<file path="config.mk">
export PLATFORM = sky130hd
export DESIGN_NAME = sorted_list_insert_delete_core
export DESIGN_NICKNAME = d
export VERILOG_FILES = /design/src/design/slid_pkg.sv /design/src/design/slid_cell.sv /design/src/design/sorted_list_insert_delete_core.sv
export VERILOG_INCLUDE_DIRS = /design/src /design/src/design
export SDC_FILE = /design/constraint.sdc
export NUM_CORES = 1
export LEC_CHECK = 0
export BUFFER_PORTS_ARGS = -buffer_cell sky130_fd_sc_hd__buf_2
export CORE_ASPECT_RATIO = 0.6
export CORE_MARGIN = 4
export CORE_UTILIZATION = 36
export CTS_BUF_LIST = sky130_fd_sc_hd__clkbuf_2 sky130_fd_sc_hd__clkbuf_4 sky130_fd_sc_hd__clkbuf_8
export DETAILED_ROUTE_END_ITERATION = 10
export HOLD_SLACK_MARGIN = 0.05
export SLEW_MARGIN = 20
export SYNTH_ARGS = -nofsm -noshare
export SYNTH_HDL_FRONTEND = slang
export SYNTH_SLANG_ARGS = --single-unit
export TNS_END_PERCENT = 30
</file>
<file path="constraint.sdc">
create_clock -name clk -period 5.2 [get_ports clk]
set_clock_uncertainty 0.05 [all_clocks]
set_input_delay 0.52 -clock clk [delete_from_list [all_inputs] [get_ports clk]]
set_output_delay 0.52 -clock clk [all_outputs]
set_load 0.02 [all_outputs]
</file>
<file path="src/design/sorted_list_insert_delete_core_defines.svh">
// ----------------------------------------------------------------------------
// Sorted list core assertion macros
// Shared concurrent assertion forms, clocked on clk and disabled in reset.
// ----------------------------------------------------------------------------
`ifndef SORTED_LIST_INSERT_DELETE_CORE_DEFINES_SVH
`define SORTED_LIST_INSERT_DELETE_CORE_DEFINES_SVH

// Consequent must hold in the same cycle as the antecedent.
`define SLID_ASSERT_SAME(label, ante, cons) \
  label: assert property (@(posedge clk) disable iff (rst) (ante) |-> (cons)) \
    else $error("sorted list core: same-cycle check failed");

// Consequent must hold in the cycle after the antecedent.
`define SLID_ASSERT_NEXT(label, ante, cons) \
  label: assert property (@(posedge clk) disable iff (rst) (ante) |=> (cons)) \
    else $error("sorted list core: next-cycle check failed");

`endif

</file>
<file path="src/design/slid_pkg.sv">
// ----------------------------------------------------------------------------
// Sorted list package
// Word types, command codes, status codes and default sizes.
// ----------------------------------------------------------------------------
package slid_pkg;

  localparam int DEF_CAPACITY   = 16;
  localparam int DEF_VALUE_BITS = 16;

  localparam int OP_W     = 2;
  localparam int DATA_W   = 16;
  localparam int STATUS_W = 3;
  localparam int POS_W    = 4;

  localparam logic [OP_W-1:0] OP_DEL  = 2'd0;
  localparam logic [OP_W-1:0] OP_INS  = 2'd1;
  localparam logic [OP_W-1:0] OP_DUMP = 2'd2;

  localparam logic [STATUS_W-1:0] ST_OK         = 3'd0;
  localparam logic [STATUS_W-1:0] ST_NOT_FOUND  = 3'd1;
  localparam logic [STATUS_W-1:0] ST_DROP_LARGE = 3'd2;
  localparam logic [STATUS_W-1:0] ST_DROP_FULL  = 3'd3;
  localparam logic [STATUS_W-1:0] ST_ZERO       = 3'd4;

  typedef struct packed {
    logic [OP_W-1:0]   op;
    logic [DATA_W-1:0] value;
  } cmd_word_t;

  typedef struct packed {
    logic [STATUS_W-1:0] status;
    logic [DATA_W-1:0]   slot_value;
    logic [POS_W-1:0]    position;
    logic                last;
  } res_word_t;

  typedef struct packed {
    logic ins;
    logic del;
    logic rot;
  } cell_ctrl_t;

endpackage

</file>
<file path="src/design/slid_cell.sv">
// ----------------------------------------------------------------------------
// Sorted list cell
// Holds one list entry, compares it with the search value, and loads from
// its lower or upper neighbor on insert, delete and dump rotation.
// ----------------------------------------------------------------------------
module slid_cell #(
  parameter int VALUE_BITS = slid_pkg::DEF_VALUE_BITS
) (
  input  logic                  clk,
  input  logic                  rst,
  input  slid_pkg::cell_ctrl_t  ctrl,
  input  logic [VALUE_BITS-1:0] v,
  input  logic [VALUE_BITS-1:0] prev_entry,
  input  logic                  prev_ge,
  input  logic [VALUE_BITS-1:0] next_entry,
  output logic [VALUE_BITS-1:0] entry,
  output logic                  ge,
  output logic                  eq
);
  import slid_pkg::*;

  logic [VALUE_BITS-1:0] entry_next;

  assign ge = (entry == '0) || (entry >= v);
  assign eq = (entry == v);

  always_comb begin
    entry_next = entry;
    if (ctrl.ins) begin
      if (prev_ge) begin
        entry_next = prev_entry;
      end else if (ge) begin
        entry_next = v;
      end
    end else if (ctrl.del) begin
      if (ge) begin
        entry_next = next_entry;
      end
    end else if (ctrl.rot) begin
      entry_next = next_entry;
    end
  end

  always_ff @(posedge clk) begin
    if (rst) begin
      entry <= '0;
    end else begin
      entry <= entry_next;
    end
  end

endmodule

</file>
<file path="src/design/sorted_list_insert_delete_core.sv">
// ----------------------------------------------------------------------------
// Sorted list insert/delete core
// An insert, a delete, a zero-value reject or an unused op code is handled
// in the cycle it is taken, and a new word is taken every cycle as long as
// the result register is drained; every cell compares against the value in
// parallel and shifts toward its neighbor in that same cycle. A dump holds
// off the command side for CAPACITY result words: the row of cells rotates
// one place per word so that each entry passes through cell 0, and after a
// full turn the list is back in place. List contents are cleared by reset.
// ----------------------------------------------------------------------------
module sorted_list_insert_delete_core #(
  parameter int CAPACITY   = slid_pkg::DEF_CAPACITY,
  parameter int VALUE_BITS = slid_pkg::DEF_VALUE_BITS
) (
  input  logic                clk,
  input  logic                rst,
  input  logic                cmd_valid,
  output logic                cmd_ready,
  input  slid_pkg::cmd_word_t cmd,
  output logic                res_valid,
  input  logic                res_ready,
  output slid_pkg::res_word_t res
);
  import slid_pkg::*;
  `include "sorted_list_insert_delete_core_defines.svh"

  localparam int CNT_W = $clog2(CAPACITY);
  localparam logic ST_IDLE = 1'b0;
  localparam logic ST_DUMP = 1'b1;

  logic                  state;
  logic                  state_next;
  logic [CNT_W-1:0]      cnt;
  logic [CNT_W-1:0]      cnt_next;
  logic                  res_valid_next;
  res_word_t             res_next;

  logic                  adv;
  logic                  cmd_fire;
  logic [VALUE_BITS-1:0] v;
  logic                  v_zero;
  logic [DATA_W-1:0]     v_slot;
  logic [DATA_W-1:0]     head_slot;
  logic [POS_W-1:0]      cnt_pos;
  cell_ctrl_t            ctrl;

  logic [VALUE_BITS-1:0] entry_q [CAPACITY];
  logic [CAPACITY-1:0]   ge_vec;
  logic [CAPACITY-1:0]   eq_vec;
  logic [CAPACITY-1:0]   first_vec;
  logic                  found;
  logic [POS_W-1:0]      hit_pos;

  assign adv       = !res_valid || res_ready;
  assign cmd_ready = (state == ST_IDLE) && adv;
  assign cmd_fire  = cmd_valid && cmd_ready;

  assign v         = VALUE_BITS'({{32{1'b0}}, cmd.value});
  assign v_zero    = (v == '0);
  assign v_slot    = DATA_W'({{DATA_W{1'b0}}, v});
  assign head_slot = DATA_W'({{DATA_W{1'b0}}, entry_q[0]});
  assign cnt_pos   = POS_W'({{POS_W{1'b0}}, cnt});

  for (genvar i = 0; i < CAPACITY; i++) begin : g_cell
    logic [VALUE_BITS-1:0] prev_entry;
    logic                  prev_ge;
    logic [VALUE_BITS-1:0] next_entry;

    if (i == 0) begin : g_head
      assign prev_entry = '0;
      assign prev_ge    = 1'b0;
    end else begin : g_body
      assign prev_entry = entry_q[i-1];
      assign prev_ge    = ge_vec[i-1];
    end

    if (i == CAPACITY - 1) begin : g_tail
      assign next_entry = ctrl.rot ? entry_q[0] : '0;
    end else begin : g_inner
      assign next_entry = entry_q[i+1];
    end

    assign first_vec[i] = ge_vec[i] && !prev_ge;

    slid_cell #(
      .VALUE_BITS(VALUE_BITS)
    ) u_cell (
      .clk        (clk),
      .rst        (rst),
      .ctrl       (ctrl),
      .v          (v),
      .prev_entry (prev_entry),
      .prev_ge    (prev_ge),
      .next_entry (next_entry),
      .entry      (entry_q[i]),
      .ge         (ge_vec[i]),
      .eq         (eq_vec[i])
    );
  end

  always_comb begin
    found   = 1'b0;
    hit_pos = '0;
    for (int i = 0; i < CAPACITY; i++) begin
      found = found | (first_vec[i] & eq_vec[i]);
      if (first_vec[i]) begin
        hit_pos = hit_pos | POS_W'(i);
      end
    end
  end

  always_comb begin
    ctrl.ins = cmd_fire && (cmd.op == OP_INS) && !v_zero;
    ctrl.del = cmd_fire && (cmd.op == OP_DEL) && !v_zero && found;
    ctrl.rot = (state == ST_DUMP) && adv;
  end

  always_comb begin
    state_next     = state;
    cnt_next       = cnt;
    res_valid_next = res_valid && !res_ready;
    res_next       = res;

    if (cmd_fire) begin
      case (cmd.op)
        OP_INS: begin
          res_valid_next  = 1'b1;
          res_next.last   = 1'b1;
          if (v_zero) begin
            res_next.status     = ST_ZERO;
            res_next.slot_value = '0;
            res_next.position   = '0;
          end else if (!ge_vec[CAPACITY-1]) begin
            res_next.status     = ST_DROP_FULL;
            res_next.slot_value = v_slot;
            res_next.position   = '0;
          end else begin
            res_next.status     = (entry_q[CAPACITY-1] != '0) ? ST_DROP_LARGE : ST_OK;
            res_next.slot_value = v_slot;
            res_next.position   = hit_pos;
          end
        end
        OP_DEL: begin
          res_valid_next  = 1'b1;
          res_next.last   = 1'b1;
          if (v_zero) begin
            res_next.status     = ST_ZERO;
            res_next.slot_value = '0;
            res_next.position   = '0;
          end else if (found) begin
            res_next.status     = ST_OK;
            res_next.slot_value = v_slot;
            res_next.position   = hit_pos;
          end else begin
            res_next.status     = ST_NOT_FOUND;
            res_next.slot_value = v_slot;
            res_next.position   = '0;
          end
        end
        OP_DUMP: begin
          state_next = ST_DUMP;
          cnt_next   = '0;
        end
        default: begin
        end
      endcase
    end else if (ctrl.rot) begin
      res_valid_next      = 1'b1;
      res_next.status     = ST_OK;
      res_next.slot_value = head_slot;
      res_next.position   = cnt_pos;
      res_next.last       = (cnt == CNT_W'(CAPACITY - 1));
      cnt_next            = cnt + 1'b1;
      if (cnt == CNT_W'(CAPACITY - 1)) begin
        state_next = ST_IDLE;
      end
    end
  end

  always_ff @(posedge clk) begin
    if (rst) begin
      state     <= ST_IDLE;
      cnt       <= '0;
      res_valid <= 1'b0;
    end else begin
      state     <= state_next;
      cnt       <= cnt_next;
      res_valid <= res_valid_next;
    end
  end

  always_ff @(posedge clk) begin
    res <= res_next;
  end

  `SLID_ASSERT_SAME(a_single_first, state == ST_IDLE, $onehot0(first_vec))
  `SLID_ASSERT_SAME(a_no_cmd_in_dump, state == ST_DUMP, !cmd_ready)
  `SLID_ASSERT_NEXT(a_edit_gives_result, cmd_fire && (cmd.op == OP_INS || cmd.op == OP_DEL), res_valid)

endmodule
</file>
After elaboration in Yosys (flattened, before gate mapping)
Index checks and enable logic that the tools add are counted.

Add/sub/neg operators: 1. $lt $le $gt $ge: 16. Equal/unequal tests: 53. Multiplexer cells: 129. Bitwise logic cells: 32. Reductions and logical operators: 101.

Operators by type and width (count): $mux 16 (96); $logic_not 16->1 (17); $eq 16x16->1 (16); $ge 16x16->1 (16); $ne 3x1->1 const B (31); $reduce_and 3->1 (17); $mux 24 (2); $pmux 24 s2 (1); $mux 23 (2); $mux 4 (11); $logic_and 1x1->1 (24); $mux 22 (1); $mux 21 (1); $logic_not 1->1 (18); $logic_or 1x1->1 (17); $and 1x1->1 (16); $reduce_bool 16->1 (1); $or 1x1->1 (15); $mux 3 (4); $mux 1 (8); $mux 2 (3); $ne 2x1->1 const B (3); $add 4x1->4 const B (1); $eq 4x4->1 const B (1); 8 further kinds (10).

Register bits after elaboration: 286. Bits of input ports: 22. Output and inout port bits: 26. Word-level logic and storage cells: 355.

Depth between registers and ports, before layout
Depth after elaboration: 24. Mapped depth: 17. Mapped depth without buffers: 12.

Modules after synthesis
Synthesis repeated with hierarchy kept, for this count alone.

Cell total of the unflattened synthesis: 2891. Area, all modules: 25720.9 um2.

Modules (own cells, without submodules): slid_cell (g_cell[0].u_cell ...) (times used 15, cells each 170, area an instance 1493.9 um2, sequential area each 320.3 um2); sorted_list_insert_delete_core (times used 1, cells each 166, area an instance 1769.2 um2, sequential area each 840.8 um2); slid_cell (g_cell[9].u_cell) (times used 1, cells each 175, area an instance 1542.7 um2, sequential area each 320.3 um2).

Least setup slack after synthesis
OpenSTA, ideal clock, no wires.

Path type: input to register. From: in cmd[13] in the netlist's numbering. To: reg g_cell[8].u_cell.entry[6]. Library setup time: 0.128 ns. Data arrival time: 4.195 ns. Required time: 5.022 ns. Path slack: 0.827 ns. Cell stages on the path: 16. Buffers on the path: 4. Cells stage by stage: clkbuf_1 > clkinv_1 > ha_1 > nand4_1 > or4_1 > o2111a_1 > and2_4 > a31oi_1 > o2111a_1 > a41oi_4 > buf_4 > o21a_1 > buf_4 > buf_4 > mux2i_1 > nor2_1.

Word-level cells in the longest chain between the ends: 23. Elaborated cells between the ends (all ways): 121. Those cells by class: 16 x order compare; 18 x eq/ne; 3 x mux; 31 x bitwise; 53 x reduce/logical.

RTL lines: start: declaration (RTL line sorted_list_insert_delete_core.sv:19) `input slid_pkg::cmd_word_t cmd,`; $ge 16x16->1 (RTL line slid_cell.sv:24) `assign ge = (entry == '0) || (entry >= v);`; $logic_or 1x1->1 (RTL line slid_cell.sv:24); $logic_not 1->1 (RTL line sorted_list_insert_delete_core.sv:83) `assign first_vec[i] = ge_vec[i] && !prev_ge;`; $logic_and 1x1->1 (RTL line sorted_list_insert_delete_core.sv:83); $and 1x1->1 (RTL line sorted_list_insert_delete_core.sv:105) `found = found | (first_vec[i] & eq_vec[i]);`; $or 1x1->1 (15 in series) (RTL line sorted_list_insert_delete_core.sv:105); $logic_and 1x1->1 (RTL line sorted_list_insert_delete_core.sv:114) `ctrl.del = cmd_fire && (cmd.op == OP_DEL) && !v_zero && found;`; $ne 3x1->1 (no line) (tied with other cells); $reduce_and 3->1 (no line) / $mux 16 (equally long branches); end signal: assignment (RTL line slid_cell.sv:48) `entry <= entry_next;`; end: declaration (RTL line slid_cell.sv:16) `output logic [VALUE_BITS-1:0] entry,`.

Several ways; a longest one is shown, not always the timed one. A chain may end at the register's enable or synchronous reset.

Worst setup path after layout
From: in cmd[0] in the netlist's numbering. To: reg g_cell[13].u_cell.entry[13].

Word-level cells in the longest chain between the ends: 23. Elaborated cells between the ends (all ways): 121. Those cells by class: 16 x order compare; 18 x eq/ne; 3 x mux; 31 x bitwise; 53 x reduce/logical.

RTL lines (RTL line): $ge 16x16->1 (slid_cell.sv:24); $logic_or 1x1->1 (slid_cell.sv:24); $logic_not 1->1 (sorted_list_insert_delete_core.sv:83); $logic_and 1x1->1 (sorted_list_insert_delete_core.sv:83); $and 1x1->1 (sorted_list_insert_delete_core.sv:105); $or 1x1->1 (15 in series) (sorted_list_insert_delete_core.sv:105); $logic_and 1x1->1 (sorted_list_insert_delete_core.sv:114); $ne 3x1->1 (no line) (tied with other cells); $reduce_and 3->1 (no line) / $mux 16 (equally long branches); end signal: assignment (slid_cell.sv:48); end: declaration (slid_cell.sv:16).

Several ways; a longest one is shown, not always the timed one.

==> results.sh <==
export IMPL_arrival_ps=4880
export IMPL_ys_warnings_count=0
export IMPL_wl_per_cell_um=24.10
export IMPL_fin_crit_sh_pct=84.31
export IMPL_max_stage_delay_ps=670
export IMPL_fp_coreArea_um2=61220
export IMPL_final_fill_count=6314
export IMPL_peakVddDrop_uv=167.2
export IMPL_drv_slew=0
export IMPL_swShare_pct=36.26
export IMPL_first_iter_violations=3256
export IMPL_p_int_uw=3975
export IMPL_power_frac_comb_pct=26.1
export IMPL_synth_seq_cells=286
export IMPL_cts_hold_buf=0
export IMPL_ys_types=77
export IMPL_grt_pass1_wl_um=135100
export IMPL_avgSynthCellArea_um2=7.660
export IMPL_gp_congestion=0.9499
export IMPL_drv_cap=0
export IMPL_initial_core_util_pct=36.57
export IMPL_via_per_inst=6.157
export IMPL_cpMostUsedCell="buf_4"
export IMPL_grt_setup_unrepaired="false"
export IMPL_clock_sinks=286
export IMPL_drc=0
export IMPL_die_w_um=330.0
export IMPL_post_cts_buffers=0
export IMPL_io_pins=48
export IMPL_hold_class="in -> reg"
export IMPL_status="complete, no violations"
export IMPL_path_clk_slew_ps=70
export IMPL_r2r_slack_ps=930
export IMPL_port_buffers=47
export IMPL_worst_pin_slew_ps=1038
export IMPL_cp_required_ps=5700
export IMPL_startpoint_type="primary input"
export IMPL_num_rows=70
export IMPL_cts_repair_resize_count=0
export IMPL_multiInputGateArea_um2=15500
export IMPL_track_usage_pct=26.34
export IMPL_ant_nets=0
export IMPL_max_clock_freq_mhz=228.1
export IMPL_worst_r2r_endpoint="g_cell[5].u_cell.entry[2]"
export IMPL_synth_cell_area_um2=22390
export IMPL_crit_slowest_cell="o31ai_1"
export IMPL_final_nets=3193
export IMPL_power_uw=6236
export IMPL_critPathKind="in -> reg"
export IMPL_power_switching_uw=2262
export IMPL_min_to="res_valid"
export IMPL_hold_path_startpoint="cmd_valid"
export IMPL_cts_tree="yes"
export IMPL_die_area_um2=66380
export IMPL_clock_latency_ps=660
export IMPL_ys_seq_area_share_pct=26.64
export IMPL_seqCellArea_um2=5966
export IMPL_worstPathCellList="buf_2 > buf_4 > buf_4 > ha_1 > nand4_1 > o22ai_1 > a211oi_1 > o31ai_1 > nor2_2 > a221oi_1 > buf_4 > a41oi_4 > buf_4 > o21a_1 > buf_4 > o41ai_1"
export IMPL_post_dp_hpwl_um=63870
export IMPL_antenna_found_initial=2
export IMPL_slew_headroom_pct=30.78
export IMPL_startpoint="cmd[0]"
export IMPL_synthArstFlopShare_pct=0
export IMPL_cts_root_buf="clkbuf_8"
export IMPL_clockPowerShare_pct=36.0
export IMPL_reg2reg_depth=12
export IMPL_setup_tns_ps=0
export IMPL_pwr_share_seq_pct=37.9
export IMPL_firstDrtPassIters=6
export IMPL_synthesis_nets=3202
export IMPL_holdPathStages=3
export IMPL_syn_to_final_growth_pct=11.17
export IMPL_synthCells=2923
export IMPL_final_layout_size_suffix_gt1_share_pct=8.887
export IMPL_finalCriticalPeriod_ps=4384
export IMPL_hold_viol=0
export IMPL_worstReg2RegStart="g_cell[4].u_cell.entry[0]"
export IMPL_cts_made_buffers=47
export IMPL_vias=23260
export IMPL_grt_ovfl_total=0
export IMPL_grt_max_degree=152
export IMPL_grt_pass1_vias=20490
export IMPL_cts_max_level=2
export IMPL_setup_violations=0
export IMPL_synth_edf_count=24
export IMPL_wl_um=91030
export IMPL_synth_flop_cell="dfxtp_1"
export IMPL_clock_path_buffers=3
export IMPL_power_density_nw_per_um2=250.5
export IMPL_leakagePower_uw=0.009052
export IMPL_die_y_um=201.2
export IMPL_cp_end_kind="flip-flop"
export IMPL_crit_path_max_fanout=21
[critical path, delay by kind of cell]
kind / cells / cell delay [ps]
compound gates: 7 / 2150
buf+inv: 6 / 1820
simple gates: 2 / 190
fa+ha+maj: 1 / 150
[power by group through the flow]
stage / logic (uW) / registers, uW / clock network (uW)
finish: 1630 / 2360 / 2250
global route: 1740 / 2370 / 2380
CTS: 1570 / 2360 / 2260
detailed placement: 1560 / 2410 / 0
global placement: 1550 / 2410 / 0
floorplan: 1010 / 2400 / 0
[synthesized netlist by cell type, drive strengths merged, types with 13 or more instances]
cell type / number / area (um2)
nand3: 58 / 290.3
nor3: 29 / 145.1
nor2b: 39 / 244.0
clkinv: 15 / 56.30
inv: 30 / 112.6
dfxtp: 262 / 5245
nand2: 357 / 1340
o21ai: 197 / 993.4
a21o: 41 / 307.8
edfxtp: 24 / 720.7
clkbuf: 165 / 621.9
buf: 45 / 219.0
nand2b: 39 / 244.0
o22ai: 13 / 112.6
a21oi: 399 / 1997
nand4: 63 / 394.1
nor2: 312 / 1174
mux2i: 147 / 1471
a211oi: 16 / 120.1
or4: 28 / 210.2
a221oi: 19 / 172.7
a211o: 145 / 1270
ha: 257 / 3216
nor4: 81 / 506.7
[worst max path at each step]
stage                                   to  slack (ps)  cells past startpoint
6_report       g_cell[13].u_cell.entry[13]         820                     16
5_1_grt         g_cell[7].u_cell.entry[13]         650                     13
4_1_cts         g_cell[13].u_cell.entry[5]        1020                     16
3_5_place_dp    g_cell[13].u_cell.entry[0]         400                     16
3_3_place_gp    g_cell[13].u_cell.entry[0]         490                     16
2_1_floorplan    g_cell[8].u_cell.entry[6]         830                     16
[state kept, by name (all words and copies together), names as in the netlist]
signal and count:
cnt 4, g_cell.u_cell.entry 256, res 24, res_valid 1
state 1
[cell families (layout without fill, tap and decap cells)]
group	Yosys count	count (layout)	share of synthesized area (%)
mux	148	148	6.622
other cells	0	2	0
compound gates	918	918	25.65
fa+ha+maj	257	257	14.36
buf+inv	255	280	4.510
simple gates	1057	1057	22.13
xor+xnor	2	2	0.07825
flops	286	286	26.64
[area by class of cell]
cell class              count  area share (%)
diodes                      2         0.02011
well taps                 828           4.162
repair buffers            152           4.901
clock inverters            12          0.3418
clock buffers              71           3.674
flip-flops and latches    286           23.97
inverters                  45          0.6786
multi-input cells        2382           62.25
[stage by stage]
stage	utilization, %	std cells	hold slack, ps	setup slack (ps)	instance area [um2]
2_1_floorplan	-	2923	412.1	827.5	22390
3_3_place_gp	39.00	3693	444.6	493.1	23880
3_5_place_dp	39.00	3693	454.3	403.5	23880
4_1_cts	40.64	3776	83.57	1020	24880
5_1_grt	40.65	3776	103.5	654.4	24890
6_report	40.66	3778	110.7	815.8	24890
[per-layer routing]
layer	track usage (%)	wire, um	vias up	share of wire, %
li1	-	-	10830	-
met4	5.250	1889	2	2.1
met3	10.56	14270	142	16
met1	42.11	42950	10890	47
met2	31.67	31920	1408	35
met5	0	9	-	0.0099
[placed cells by master (no fill, tap or decap), types with 18 or more instances in the layout]
master and count:
nand2_1 357, or4_1 28, ha_1 257, mux2i_1 147, edfxtp_1 24, buf_4 90
clkbuf_8 62, nor3_1 28, a211o_1 145, a21o_1 41, nand2b_1 39, a221oi_1 18
o21ai_0 183, nand3_1 58, buf_2 46, nand4_1 63, nor2_1 309, nor2b_1 39
nor4_1 80, clkinv_1 20, inv_1 30, a21oi_1 399, dfxtp_1 262
Note: power is estimated with default switching activity, not from simulation.
